==> src/rtl/cce_pkg.sv <==
// Package for the cubic curve evaluator: widths, payload structs,
// stage enables and the doubled basis coefficient table. No dependencies.
`default_nettype none

package cce_pkg;

  localparam int unsigned VALUE_WIDTH = 24;
  localparam int unsigned T_FRAC_BITS = 16;
  localparam int unsigned T_WIDTH     = T_FRAC_BITS + 1;
  localparam int unsigned P2_WIDTH    = T_FRAC_BITS + 2;
  localparam int unsigned P3_WIDTH    = T_FRAC_BITS + 3;
  // |doubled weight| < 108 * 2^F, so F+8 bits signed is enough
  localparam int unsigned W_WIDTH     = T_FRAC_BITS + 8;
  localparam int unsigned LO_WIDTH    = VALUE_WIDTH / 2;
  localparam int unsigned HI_WIDTH    = VALUE_WIDTH - LO_WIDTH;
  localparam int unsigned PROD_WIDTH  = W_WIDTH + VALUE_WIDTH;
  localparam int unsigned SUM_WIDTH   = PROD_WIDTH + 2;
  localparam int unsigned OUT_WIDTH   = VALUE_WIDTH + 2;
  localparam int unsigned NUM_CTRL    = 4;
  localparam int unsigned NUM_BASES   = 5;
  localparam int unsigned NUM_STAGES  = 7;

  typedef enum logic [2:0] {
    CMD_HERMITE  = 3'd0,
    CMD_BEZIER   = 3'd1,
    CMD_CATMULL  = 3'd2,
    CMD_CR_START = 3'd3,
    CMD_CR_END   = 3'd4
  } cmd_e;

  typedef logic signed [4:0]             coef_t;
  typedef logic signed [VALUE_WIDTH-1:0] ctrl_t;
  typedef logic signed [W_WIDTH-1:0]     weight_t;
  typedef logic signed [SUM_WIDTH-1:0]   sum_t;

  typedef struct packed {
    logic [2:0]                   command;
    logic [T_WIDTH-1:0]           param_t;
    logic signed [VALUE_WIDTH-1:0] ctrl_a;
    logic signed [VALUE_WIDTH-1:0] ctrl_b;
    logic signed [VALUE_WIDTH-1:0] ctrl_c;
    logic signed [VALUE_WIDTH-1:0] ctrl_d;
  } cce_in_t;

  typedef struct packed {
    logic signed [OUT_WIDTH-1:0] curve_value;
    logic                        saturated;
  } cce_out_t;

  // Load enables, one per register stage
  typedef struct packed {
    logic sq;
    logic cube;
    logic wt;
    logic part;
    logic prod;
    logic sum;
    logic out;
  } pipe_en_t;

  // Doubled coefficients [basis][row][control]; rows are t^3, t^2, t, 1
  localparam coef_t BASIS2 [NUM_BASES][4][4] = '{
    '{ '{ 4, -4,  2,  2}, '{-6,   6, -4, -2}, '{ 0,  0,  2,  0}, '{2, 0, 0, 0} },
    '{ '{-2,  6, -6,  2}, '{ 6, -12,  6,  0}, '{-6,  6,  0,  0}, '{2, 0, 0, 0} },
    '{ '{-1,  3, -3,  1}, '{ 2,  -5,  4, -1}, '{-1,  0,  1,  0}, '{0, 2, 0, 0} },
    '{ '{ 0,  0,  0,  0}, '{ 0,   1, -2,  1}, '{ 0, -3,  4, -1}, '{0, 2, 0, 0} },
    '{ '{ 0,  0,  0,  0}, '{ 1,  -2,  1,  0}, '{-1,  0,  1,  0}, '{0, 2, 0, 0} }
  };

  // Unknown commands get all-zero weights, which yields a zero result
  function automatic coef_t basis_coef(logic [2:0] cmd, logic [1:0] row, logic [1:0] col);
    coef_t c;
    c = '0;
    if (cmd <= CMD_CR_END) begin
      c = BASIS2[cmd][row][col];
    end
    return c;
  endfunction

endpackage

`default_nettype wire

==> src/rtl/cce_weights.sv <==
// Weight stage: row [t^3 t^2 t 1] times the doubled basis matrix.
// One register stage. Depends on cce_pkg.
`default_nettype none

module cce_weights import cce_pkg::*; (
  input  wire logic            clk_i,
  input  pipe_en_t             en_i,
  input  wire logic [2:0]      cmd_i,
  input  wire logic [T_WIDTH-1:0]  p1_i,
  input  wire logic [P2_WIDTH-1:0] p2_i,
  input  wire logic [P3_WIDTH-1:0] p3_i,
  input  ctrl_t                ctrl_i [NUM_CTRL],
  output weight_t              w_o    [NUM_CTRL],
  output ctrl_t                ctrl_o [NUM_CTRL]
);

  weight_t w_d [NUM_CTRL];
  weight_t w_q [NUM_CTRL];
  ctrl_t   ctrl_q [NUM_CTRL];

  always_comb begin
    for (int k = 0; k < NUM_CTRL; k++) begin
      w_d[k] = W_WIDTH'(basis_coef(cmd_i, 2'd0, 2'(k))) * $signed(W_WIDTH'(p3_i))
             + W_WIDTH'(basis_coef(cmd_i, 2'd1, 2'(k))) * $signed(W_WIDTH'(p2_i))
             + W_WIDTH'(basis_coef(cmd_i, 2'd2, 2'(k))) * $signed(W_WIDTH'(p1_i))
             + (W_WIDTH'(basis_coef(cmd_i, 2'd3, 2'(k))) <<< T_FRAC_BITS);
    end
  end

  always_ff @(posedge clk_i) begin
    if (en_i.wt) begin
      w_q    <= w_d;
      ctrl_q <= ctrl_i;
    end
  end

  assign w_o    = w_q;
  assign ctrl_o = ctrl_q;

endmodule

`default_nettype wire

==> config.mk <==
export PLATFORM = sky130hd
export DESIGN_NAME = cce_weights
export DESIGN_NICKNAME = d
export VERILOG_FILES = /design/src/rtl/cce_pkg.sv /design/src/rtl/cce_weights.sv
export SDC_FILE = /design/constraint.sdc
export NUM_CORES = 2
export LEC_CHECK = 0
export ABC_CLOCK_PERIOD_IN_PS = 7100
export CORE_ASPECT_RATIO = 1.25
export CORE_MARGIN = 2
export CORE_UTILIZATION = 61
export DETAILED_ROUTE_END_ITERATION = 12
export DONT_BUFFER_PORTS = 1
export GPL_TIMING_DRIVEN = 0
export PLACE_DENSITY_LB_ADDON = 0.25
export REMOVE_ABC_BUFFERS = 1
export SYNTH_ARGS = -nofsm -noshare
export SYNTH_HDL_FRONTEND = slang
export SYNTH_SLANG_ARGS = --single-unit
==> constraint.sdc <==
create_clock -name clk_i -period 7.1 [get_ports clk_i]
set_input_delay 0.355 -clock clk_i [delete_from_list [all_inputs] [get_ports clk_i]]
set_output_delay 0.355 -clock clk_i [all_outputs]
set_load 0.05 [all_outputs]
==> results.txt <==
post-synth cell types: 69
DR pass1 iterations: 6
core area: 60700 µm²
Final setup viols: 0
Hold Startpoint: en_i[4]
synth top area cells: fa_1 43%, edfxtp_1 15%, ha_1 12%
CP startpoint kind: primary input
largest net degree at the start of global routing: 109
Clk pin slew, worst setup/hold paths: 0.08 ns
Initial DRC Count: 1861
FFs w/ async S/R, synth: 0
share of cells above drive strength 1: 0.0315
Crit path top cell by count: fa_1
Post-Synthesis Cell Area: 37300 µm²
Rows: 101
syn avg cell area: 10.2 µm²
EDFF count, synth: 192
port buffer count: 0
H-tree depth: 4
P&R area growth vs syn: 7.34%
grt ovf: 0
worst hold stages: 0
initial antenna violation count: 2
die area: 63200 µm²
Max Cap Viol: 0
setup TNS: 0 ns
leak pwr: 21.0 nW
post-route ant nets: 0
worst min path class: in -> reg
Yosys top cell area share: 0.430
CP Class: in -> reg
Post-Syn Instances: 3674
most frequent cells in the layout: 1054 x inv_1, 802 x fa_1, 356 x ha_1
Die Width: 225 µm
Final Cycle Share: 0.979
DR WL/cell: 21.2 µm
final hold vios: 0
status: finished, final reports clean
Pwr Total: 14.5 mW
RSZ-0062 raised after global routing: no
critical path data required time: 7.39 ns
Hold Path End: w_o[57]$_DFFE_PP_
WHS: 0.0539 ns
slew margin rel.: 0.334
Power Density: 363 nW/µm²
multi-input logic area: 27400 µm²
yosys warns: 0
crit end category: register
Total GRT Usage: 0.322
Post-route DRC: 0
gpl congestion: 0.931
worst path cell trace: clkinv_2, ha_4, nor2b_4, buf_12, clkinvlp_4, nor2_1, fa_1, fa_1, fa_1, fa_1, fa_1, inv_1, fa_1, inv_1, ha_1, nand2_1, a2111oi_4, o21bai_1, or3_1, a31oi_1, mux2i_1
Crit-path slowest cell: fa_1
Slowest Stage Delay on Critical Path: 0.53 ns
CTS tree: built
measured slew at the worst slew-check pin: 0.997 ns
clock buffer depth: 2
Die Height: 281 µm
routed vias/inst: 5.58
dpl hpwl: 77700 µm
clk root buf: clkbuf_16
fin nets: 5052
commonest non-fill, non-tap cell in the layout: inv_1
Vias: 25200
first-pass GRT wire length: 150000 µm
Top Ports: 353
initial core utilization: 0.615
CTS Buf Count: 17
critical path startpoint: cmd_i[0]
CP max FO: 45
Arr. time, crit path: 7.24 ns
peak supply drop: 340 µV
# clock sinks: 192
f_max: 144 MHz
Seq cells post-synth: 192
sequential area share after synthesis: 0.155
vias in the first global route: 27100
Post-synth top flop: edfxtp_1
WL final: 95700 µm
Seq. cell area: 5770 µm²
Filler Cells Inserted: 4822
post-layout min period: 6.95 ns
max-slew violations: 0
Yosys top cell by area: fa_1
stage by stage:
step	cells	instance area [µm²]	util	setup slack [ns]
3_3_place_gp	4352	37900	0.625	-4.86
4_1_cts	4497	39800	0.657	-0.000115
2_1_floorplan	3580	37000	-	-0.996
5_1_grt	4516	40000	0.660	0.00379
6_report	4519	40100	0.660	0.152
3_5_place_dp	4355	38000	0.627	-2.38
area by class of cell:
class / count / area share
Antenna cell: 3 / 0.000187
Clock buffer: 17 / 0.0106
Clock inverter: 15 / 0.00503
Inverter: 1063 / 0.100
Multi-Input combinational cell: 2329 / 0.684
Sequential cell: 192 / 0.144
Tap cell: 772 / 0.0241
Timing Repair Buffer: 126 / 0.0316
Timing Repair inverter: 2 / 0.000375
registers in the layout, indices dropped and copies added (netlist names):
register and count:
w_o 96, ctrl_o 96
per-layer routing:
metal | GRT usage | vias to the layer above | wire length (µm)
li1 | - | 11100 | -
met1 | 0.366 | 12800 | 32400
met2 | 0.541 | 987 | 48300
met3 | 0.0699 | 317 | 7130
met4 | 0.227 | 0 | 7950
met5 | 0 | - | 0
power breakdown:
part	internal, mW	total (mW)	switching [mW]	leakage (nW)
sequential	2.03	3.23	1.20	1.88
clock	0.486	1.03	0.544	0.301
combinational	4.09	10.3	6.19	18.8
total	6.61	14.5	7.93	21.0
cells by family after synthesis:
family / after synthesis / synth area share
AO/OA/AOI/OAI: 256 / 0.0455
XOR/XNOR: 107 / 0.0251
adder cells (fa/ha/maj): 1162 / 0.551
buffers and inverters: 1157 / 0.116
flip-flops: 192 / 0.155
multiplexers: 6 / 0.00181
AND/OR/NAND/NOR: 794 / 0.106
synth_stat cells (7+ instances only):
master	number
inv_1	1059
fa_1	802
ha_1	358
nand2_1	207
edfxtp_1	192
nor2_1	189
and2_1	173
clkbuf_1	86
xnor2_1	84
a21oi_1	80
nand2b_1	72
nor2b_1	51
o21ai_0	45
a21o_1	29
nand3_1	25
xor2_1	23
nor3_1	22
nand4_1	13
a31oi_1	11
or3_1	11
and3_1	10
o21bai_1	10
o21a_1	9
a211oi_1	8
o211ai_1	7
worst max-delay path, delay by kind of cell:
family | cells | cell delay, ns
multiplexers | 1 | 0.38
AND/OR/NAND/NOR | 4 | 1.10
adder cells (fa/ha/maj) | 8 | 3.63
AO/OA/AOI/OAI | 3 | 0.92
buffers and inverters | 5 | 0.81
how the worst max path moves through the flow:
stage                                    to  slack (ns)
after floorplan           w_o[66]$_DFFE_PP_        -1.0
after global placement    w_o[66]$_DFFE_PP_       -4.86
after detailed placement  w_o[47]$_DFFE_PP_       -2.38
after CTS                 w_o[22]$_DFFE_PP_     -0.0001
after global routing      w_o[68]$_DFFE_PP_       0.004
final                     w_o[68]$_DFFE_PP_        0.15
what timing repair did:
action / 4_1_cts / 5_1_grt
setup endpoints to repair: 74 / 40
cloned: 4 / 2
endpoints found under the hold margin: 204 / 0
resized for setup: 25 / 16
setup buffers: 7 / 17
hold buffers: 99 / 0
pin swaps: 1 / 2
No activity file was read; power rests on OpenSTA's default activity.
