--- src/rtl/cce_pkg.sv ---
// Package for the cubic curve evaluator: widths, payload structs,
// stage enables and the doubled basis coefficient table. No dependencies.
`default_nettype none

package cce_pkg;

  localparam int unsigned VALUE_WIDTH = 24;
  localparam int unsigned T_FRAC_BITS = 16;
  localparam int unsigned T_WIDTH     = T_FRAC_BITS + 1;
  localparam int unsigned P2_WIDTH    = T_FRAC_BITS + 2;
  localparam int unsigned P3_WIDTH    = T_FRAC_BITS + 3;
  // |doubled weight| < 108 * 2^F, so F+8 bits signed is enough
  localparam int unsigned W_WIDTH     = T_FRAC_BITS + 8;
  localparam int unsigned LO_WIDTH    = VALUE_WIDTH / 2;
  localparam int unsigned HI_WIDTH    = VALUE_WIDTH - LO_WIDTH;
  localparam int unsigned PROD_WIDTH  = W_WIDTH + VALUE_WIDTH;
  localparam int unsigned SUM_WIDTH   = PROD_WIDTH + 2;
  localparam int unsigned OUT_WIDTH   = VALUE_WIDTH + 2;
  localparam int unsigned NUM_CTRL    = 4;
  localparam int unsigned NUM_BASES   = 5;
  localparam int unsigned NUM_STAGES  = 7;

  typedef enum logic [2:0] {
    CMD_HERMITE  = 3'd0,
    CMD_BEZIER   = 3'd1,
    CMD_CATMULL  = 3'd2,
    CMD_CR_START = 3'd3,
    CMD_CR_END   = 3'd4
  } cmd_e;

  typedef logic signed [4:0]             coef_t;
  typedef logic signed [VALUE_WIDTH-1:0] ctrl_t;
  typedef logic signed [W_WIDTH-1:0]     weight_t;
  typedef logic signed [SUM_WIDTH-1:0]   sum_t;

  typedef struct packed {
    logic [2:0]                   command;
    logic [T_WIDTH-1:0]           param_t;
    logic signed [VALUE_WIDTH-1:0] ctrl_a;
    logic signed [VALUE_WIDTH-1:0] ctrl_b;
    logic signed [VALUE_WIDTH-1:0] ctrl_c;
    logic signed [VALUE_WIDTH-1:0] ctrl_d;
  } cce_in_t;

  typedef struct packed {
    logic signed [OUT_WIDTH-1:0] curve_value;
    logic                        saturated;
  } cce_out_t;

  // Load enables, one per register stage
  typedef struct packed {
    logic sq;
    logic cube;
    logic wt;
    logic part;
    logic prod;
    logic sum;
    logic out;
  } pipe_en_t;

  // Doubled coefficients [basis][row][control]; rows are t^3, t^2, t, 1
  localparam coef_t BASIS2 [NUM_BASES][4][4] = '{
    '{ '{ 4, -4,  2,  2}, '{-6,   6, -4, -2}, '{ 0,  0,  2,  0}, '{2, 0, 0, 0} },
    '{ '{-2,  6, -6,  2}, '{ 6, -12,  6,  0}, '{-6,  6,  0,  0}, '{2, 0, 0, 0} },
    '{ '{-1,  3, -3,  1}, '{ 2,  -5,  4, -1}, '{-1,  0,  1,  0}, '{0, 2, 0, 0} },
    '{ '{ 0,  0,  0,  0}, '{ 0,   1, -2,  1}, '{ 0, -3,  4, -1}, '{0, 2, 0, 0} },
    '{ '{ 0,  0,  0,  0}, '{ 1,  -2,  1,  0}, '{-1,  0,  1,  0}, '{0, 2, 0, 0} }
  };

  // Unknown commands get all-zero weights, which yields a zero result
  function automatic coef_t basis_coef(logic [2:0] cmd, logic [1:0] row, logic [1:0] col);
    coef_t c;
    c = '0;
    if (cmd <= CMD_CR_END) begin
      c = BASIS2[cmd][row][col];
    end
    return c;
  endfunction

endpackage

`default_nettype wire

--- src/rtl/cce_powers.sv ---
// Power stages of the cubic curve evaluator: t^2 and t^3 with rounding,
// two register stages. Depends on cce_pkg.
`default_nettype none

module cce_powers import cce_pkg::*; (
  input  wire logic            clk_i,
  input  pipe_en_t             en_i,
  input  cce_in_t              in_data_i,
  output logic [2:0]           cmd_o,
  output logic [T_WIDTH-1:0]   p1_o,
  output logic [P2_WIDTH-1:0]  p2_o,
  output logic [P3_WIDTH-1:0]  p3_o,
  output ctrl_t                ctrl_o [NUM_CTRL]
);

  localparam int unsigned SQ_WIDTH = 2 * T_WIDTH;
  localparam int unsigned CU_WIDTH = P2_WIDTH + T_WIDTH;
  localparam logic [SQ_WIDTH-1:0] SQ_HALF = SQ_WIDTH'(1) << (T_FRAC_BITS - 1);
  localparam logic [CU_WIDTH-1:0] CU_HALF = CU_WIDTH'(1) << (T_FRAC_BITS - 1);

  logic [SQ_WIDTH-1:0] sq_d, sq_q;
  logic [T_WIDTH-1:0]  t1_q, t2_q;
  logic [2:0]          cmd1_q, cmd2_q;
  ctrl_t               ctrl1_q [NUM_CTRL];
  ctrl_t               ctrl2_q [NUM_CTRL];
  logic [P2_WIDTH-1:0] p2_d, p2_q;
  logic [CU_WIDTH-1:0] cu_d, cu_q;

  assign sq_d = SQ_WIDTH'(in_data_i.param_t) * SQ_WIDTH'(in_data_i.param_t) + SQ_HALF;

  always_ff @(posedge clk_i) begin
    if (en_i.sq) begin
      sq_q       <= sq_d;
      t1_q       <= in_data_i.param_t;
      cmd1_q     <= in_data_i.command;
      ctrl1_q[0] <= in_data_i.ctrl_a;
      ctrl1_q[1] <= in_data_i.ctrl_b;
      ctrl1_q[2] <= in_data_i.ctrl_c;
      ctrl1_q[3] <= in_data_i.ctrl_d;
    end
  end

  assign p2_d = sq_q[T_FRAC_BITS +: P2_WIDTH];
  assign cu_d = CU_WIDTH'(p2_d) * CU_WIDTH'(t1_q) + CU_HALF;

  always_ff @(posedge clk_i) begin
    if (en_i.cube) begin
      cu_q    <= cu_d;
      p2_q    <= p2_d;
      t2_q    <= t1_q;
      cmd2_q  <= cmd1_q;
      ctrl2_q <= ctrl1_q;
    end
  end

  assign cmd_o  = cmd2_q;
  assign p1_o   = t2_q;
  assign p2_o   = p2_q;
  assign p3_o   = cu_q[T_FRAC_BITS +: P3_WIDTH];
  assign ctrl_o = ctrl2_q;

endmodule

`default_nettype wire

--- config.mk ---
export PLATFORM = sky130hd
export DESIGN_NAME = cce_powers
export DESIGN_NICKNAME = d
export VERILOG_FILES = /design/src/rtl/cce_pkg.sv /design/src/rtl/cce_powers.sv
export SDC_FILE = /design/constraint.sdc
export NUM_CORES = 1
export LEC_CHECK = 0
export BUFFER_PORTS_ARGS = -buffer_cell sky130_fd_sc_hd__buf_4
export CAP_MARGIN = 15
export CORE_AREA = 2 2 245 247
export CTS_CLUSTER_DIAMETER = 30
export CTS_CLUSTER_SIZE = 28
export DETAILED_ROUTE_END_ITERATION = 10
export DIE_AREA = 0 0 247 249
export PLACE_DENSITY = 0.76
export SLEW_MARGIN = 20
export SYNTH_ARGS = -nofsm -noshare
export SYNTH_HDL_FRONTEND = slang
export SYNTH_SLANG_ARGS = --single-unit
export TNS_END_PERCENT = 100
--- constraint.sdc ---
create_clock -name clk_i -period 6.1 [get_ports clk_i]
set_clock_uncertainty 0.2 [all_clocks]
set_input_delay 0.915 -clock clk_i [delete_from_list [all_inputs] [get_ports clk_i]]
set_output_delay 0.915 -clock clk_i [all_outputs]
set_load 0.005 [all_outputs]
==> metrics.md <==
| Metric | Value |
|---|---|
| Post-synthesis cell count | 2330 |
| Critical path cell sequence | buf_6 -> buf_4 -> and2_1 -> fa_1 -> inv_1 -> fa_2 -> fa_1 -> fa_1 -> inv_1 -> fa_1 -> fa_1 -> ha_4 -> a21o_1 -> a21o_1 -> a32oi_1 -> buf_4 -> a221oi_4 -> o31a_4 -> mux2i_1 -> nor4b_2 |
| Final hold vios | 0 |
| FF-to-FF Start | t1_q[7] |
| Core ar. | 58700 sq um |
| Hold wc startpoint | ctrl1_q[78] |
| Synth area leader | fa_1 |
| Mux share of post-synthesis cell area | 0.00117 |
| Die Span Y | 249 um |
| Status | complete, but fails checks |
| Reg2reg setup slack | -0.009 ns |
| Adder-Cell Fraction of Synth Area | 0.431 |
| Cell variety after synth | 61 |
| Post-DP HPWL | 49900 um |
| Fin nets | 3661 |
| Cell repeated most along the worst path | fa_1 |
| Share of layout cells above drive strength 1 | 0.266 |
| CTS Buffer Depth | 3 |
| Setup TNS | -0.00916 ns |
| Die area | 61500 sq um |
| Final setup fails | 1 |
| Most numerous cell in the Yosys netlist | inv_1 |
| Crit path DAT | 6.27 ns |
| Placed Area | 31500 sq um |
| Max Freq | 164 MHz |
| Crit Path Max Fanout | 11 |
| Initial antenna violation count | 0 |
| Total I/O pin count | 277 |
| Synth area leaders | fa_1 32%, edfxtp_1 32%, ha_1 11%, inv_1 7.5%, and2_1 5.3% |
| Synthesis-stage register bit count | 287 |
| Crit path capture type | flop |
| Worst r2r dst | cu_q[33] |
| Placer Congestion | 0.923 |
| Setup CP Type | flop to flop |
| Total Wirelength | 63000 um |
| Iteration-0 DRC Markers | 766 |
| Clock root buffer | clkbuf_16 |
| Vias | 18400 |
| CTS tree | built |
| Width of the die | 247 um |
| CTS clk-pin slew, worst paths | 0.05 ns |
| Vias in the first global route | 20200 |
| Worst-skew pair later-pin latency | 0.61 ns |
| Startpoint Class | flop |
| Hold depth | 0 |
| Fin crit share | 1.00 |
| CP max-delay cell | fa_1 |
| Share of flip-flops with an asynchronous set or reset | 0 |
| Clock Sinks | 287 |
| Worst slew pin tran | 0.957 ns |
| # H-tree levels | 2 |
| Syn_nets | 3118 |
| Sequential area share after synthesis | 0.321 |
| Via/cell ratio | 4.98 |
| Largest net degree at the start of global routing | 83 |
| Worst Hold End | ctrl_o[78] |
| Starting Density | 0.457 |
| Layout Cells excl Fill | 3689 |
| Worst relative slew slack | 0.362 |
| Ys Warns | 0 |
| Post-synth top cells | 533 x inv_1, 432 x fa_1, 287 x edfxtp_1 |
| Synth Area in Simple Gates | 0.108 |
| Reg2reg path depth | 20 |
| Placed insts | 3540 |
| Design area | 34400 sq um |
| Min Clock Period, post-route | 6.11 ns |
| Port buffer count | 271 |
| Ant diodes | 0 |
| Final setup margin | -0.00916 ns |
| Largest family of logic cells by synthesized area | adder cells |
| Gr usage total | 0.205 |
| CTS buffer count | 56 |
| Unrepaired setup endpoints after global routing | true |
| Area delta synth->final | 28.2% |
| Post-route DRC | 0 |
| Number of max-cap violations | 0 |
| Post-route ant nets | 0 |
| Pre-antenna DRT Iters | 5 |
| Wire length per cell | 17.1 um |
| Failing checks | setup timing |
| Post-synth EDFFs | 287 |
| Compound-cell area share of the yosys netlist | 0.0406 |
| First-pass GRT wire length | 101000 um |
| Synth Area in XOR/XNOR | 0.0147 |
| Final Max Slew Viols | 0 |
| Netlist area before placement | 26800 sq um |
| Min-Delay Path Class | flop to flop |
| Row count | 89 |
| Slowest cell delay on critical path | 0.57 ns |
| Synth top area share | 0.323 |
| Critical Path RT | 6.26 ns |
| Top_reg_cell synth | edfxtp_1 |
| Syn_area_per_cell | 11.5 sq um |
| Grt ovf | 0 |
area by class of cell:
class	count	area [sq um]
Fill cell	4540	24300
Multi-Input combinational cell	1447	16600
Sequential cell	287	8620
Timing Repair Buffer	548	4320
Inverter	533	2000
Clock buffer	58	1410
Tap cell	773	967
Clock inverter	43	493
registers in the layout, indices dropped and copies added, names as in the netlist:
signal and flops:
ctrl1_q 96, p1_o 17, p2_o 18, cu_q 19, cmd1_q 3, cmd_o 3, ctrl_o 96, sq_q 19
t1_q 16
worst max path at each step:
stage                              start  endpoint  cells after the start  slack [ns]
after floorplan           in_data_i[100]  sq_q[26]                     19       -0.20
after global placement    in_data_i[103]  sq_q[28]                     20       -0.58
after detailed placement  in_data_i[103]  sq_q[28]                     19       -0.63
after CTS                 in_data_i[107]  sq_q[26]                     20       0.003
after global routing            sq_q[28]  cu_q[27]                     19       -0.15
final                            t1_q[7]  cu_q[33]                     20      -0.009
metal layers:
metal,up-vias,share of wire,global-route usage
met1,9220,0.40,0.252
met5,-,0,0
met3,143,0.064,0.0326
li1,8376,-,-
met4,0,0.032,0.0702
met2,631,0.50,0.366
layout by cell type (no fill, tap or decap), types with 13 or more instances in the layout:
master     netlist  layout
and2_4           0      13
xor2_1          14      14
buf_4            0     511
nor2_1          43      36
clkbuf_16        0      56
o21ai_0         26      17
nand2_2          0      16
and2_1         229     216
ha_1           232     214
edfxtp_1       287     287
fa_1           432     415
nand3_1         17      15
buf_6            0      27
xnor2_1         31      31
nand2_1        237     218
inv_1          533     523
fa_2             0      17
ha_4             0      14
a21o_1          24      24
a21oi_1         48      41
timing repair:
action,in CTS,in global routing
gates resized for setup,36,107
hold endpoints to repair,0,0
setup endpoints to repair,14,26
hold buffers,0,0
pin swaps,32,85
buffers inserted,21,27
logic make-up after synthesis:
family | Yosys count
flops | 287
mux | 3
simple gates | 576
fa+ha+maj | 664
xor+xnor | 45
buf+inv | 596
compound gates | 159
stage by stage:
stage,hold slack [ns],util,worst slack (ns)
floorplan,0.200,-,-0.199
global placement,0.200,0.537,-0.583
detailed placement,0.205,0.537,-0.627
CTS,0.197,0.576,0.00290
global route,0.202,0.586,-0.155
finish,0.202,0.586,-0.00916
worst max-delay path, delay by kind of cell, from the launching register on:
kind / cells / cell delay (ns)
fa+ha+maj: 7 / 3.24
compound gates: 5 / 1.01
buf+inv: 5 / 0.62
flops: 1 / 0.37
simple gates: 2 / 0.23
mux: 1 / 0.20
Power is not shown: default switching activity piles up to over one toggle a cycle in this logic, so the estimate is an artifact.
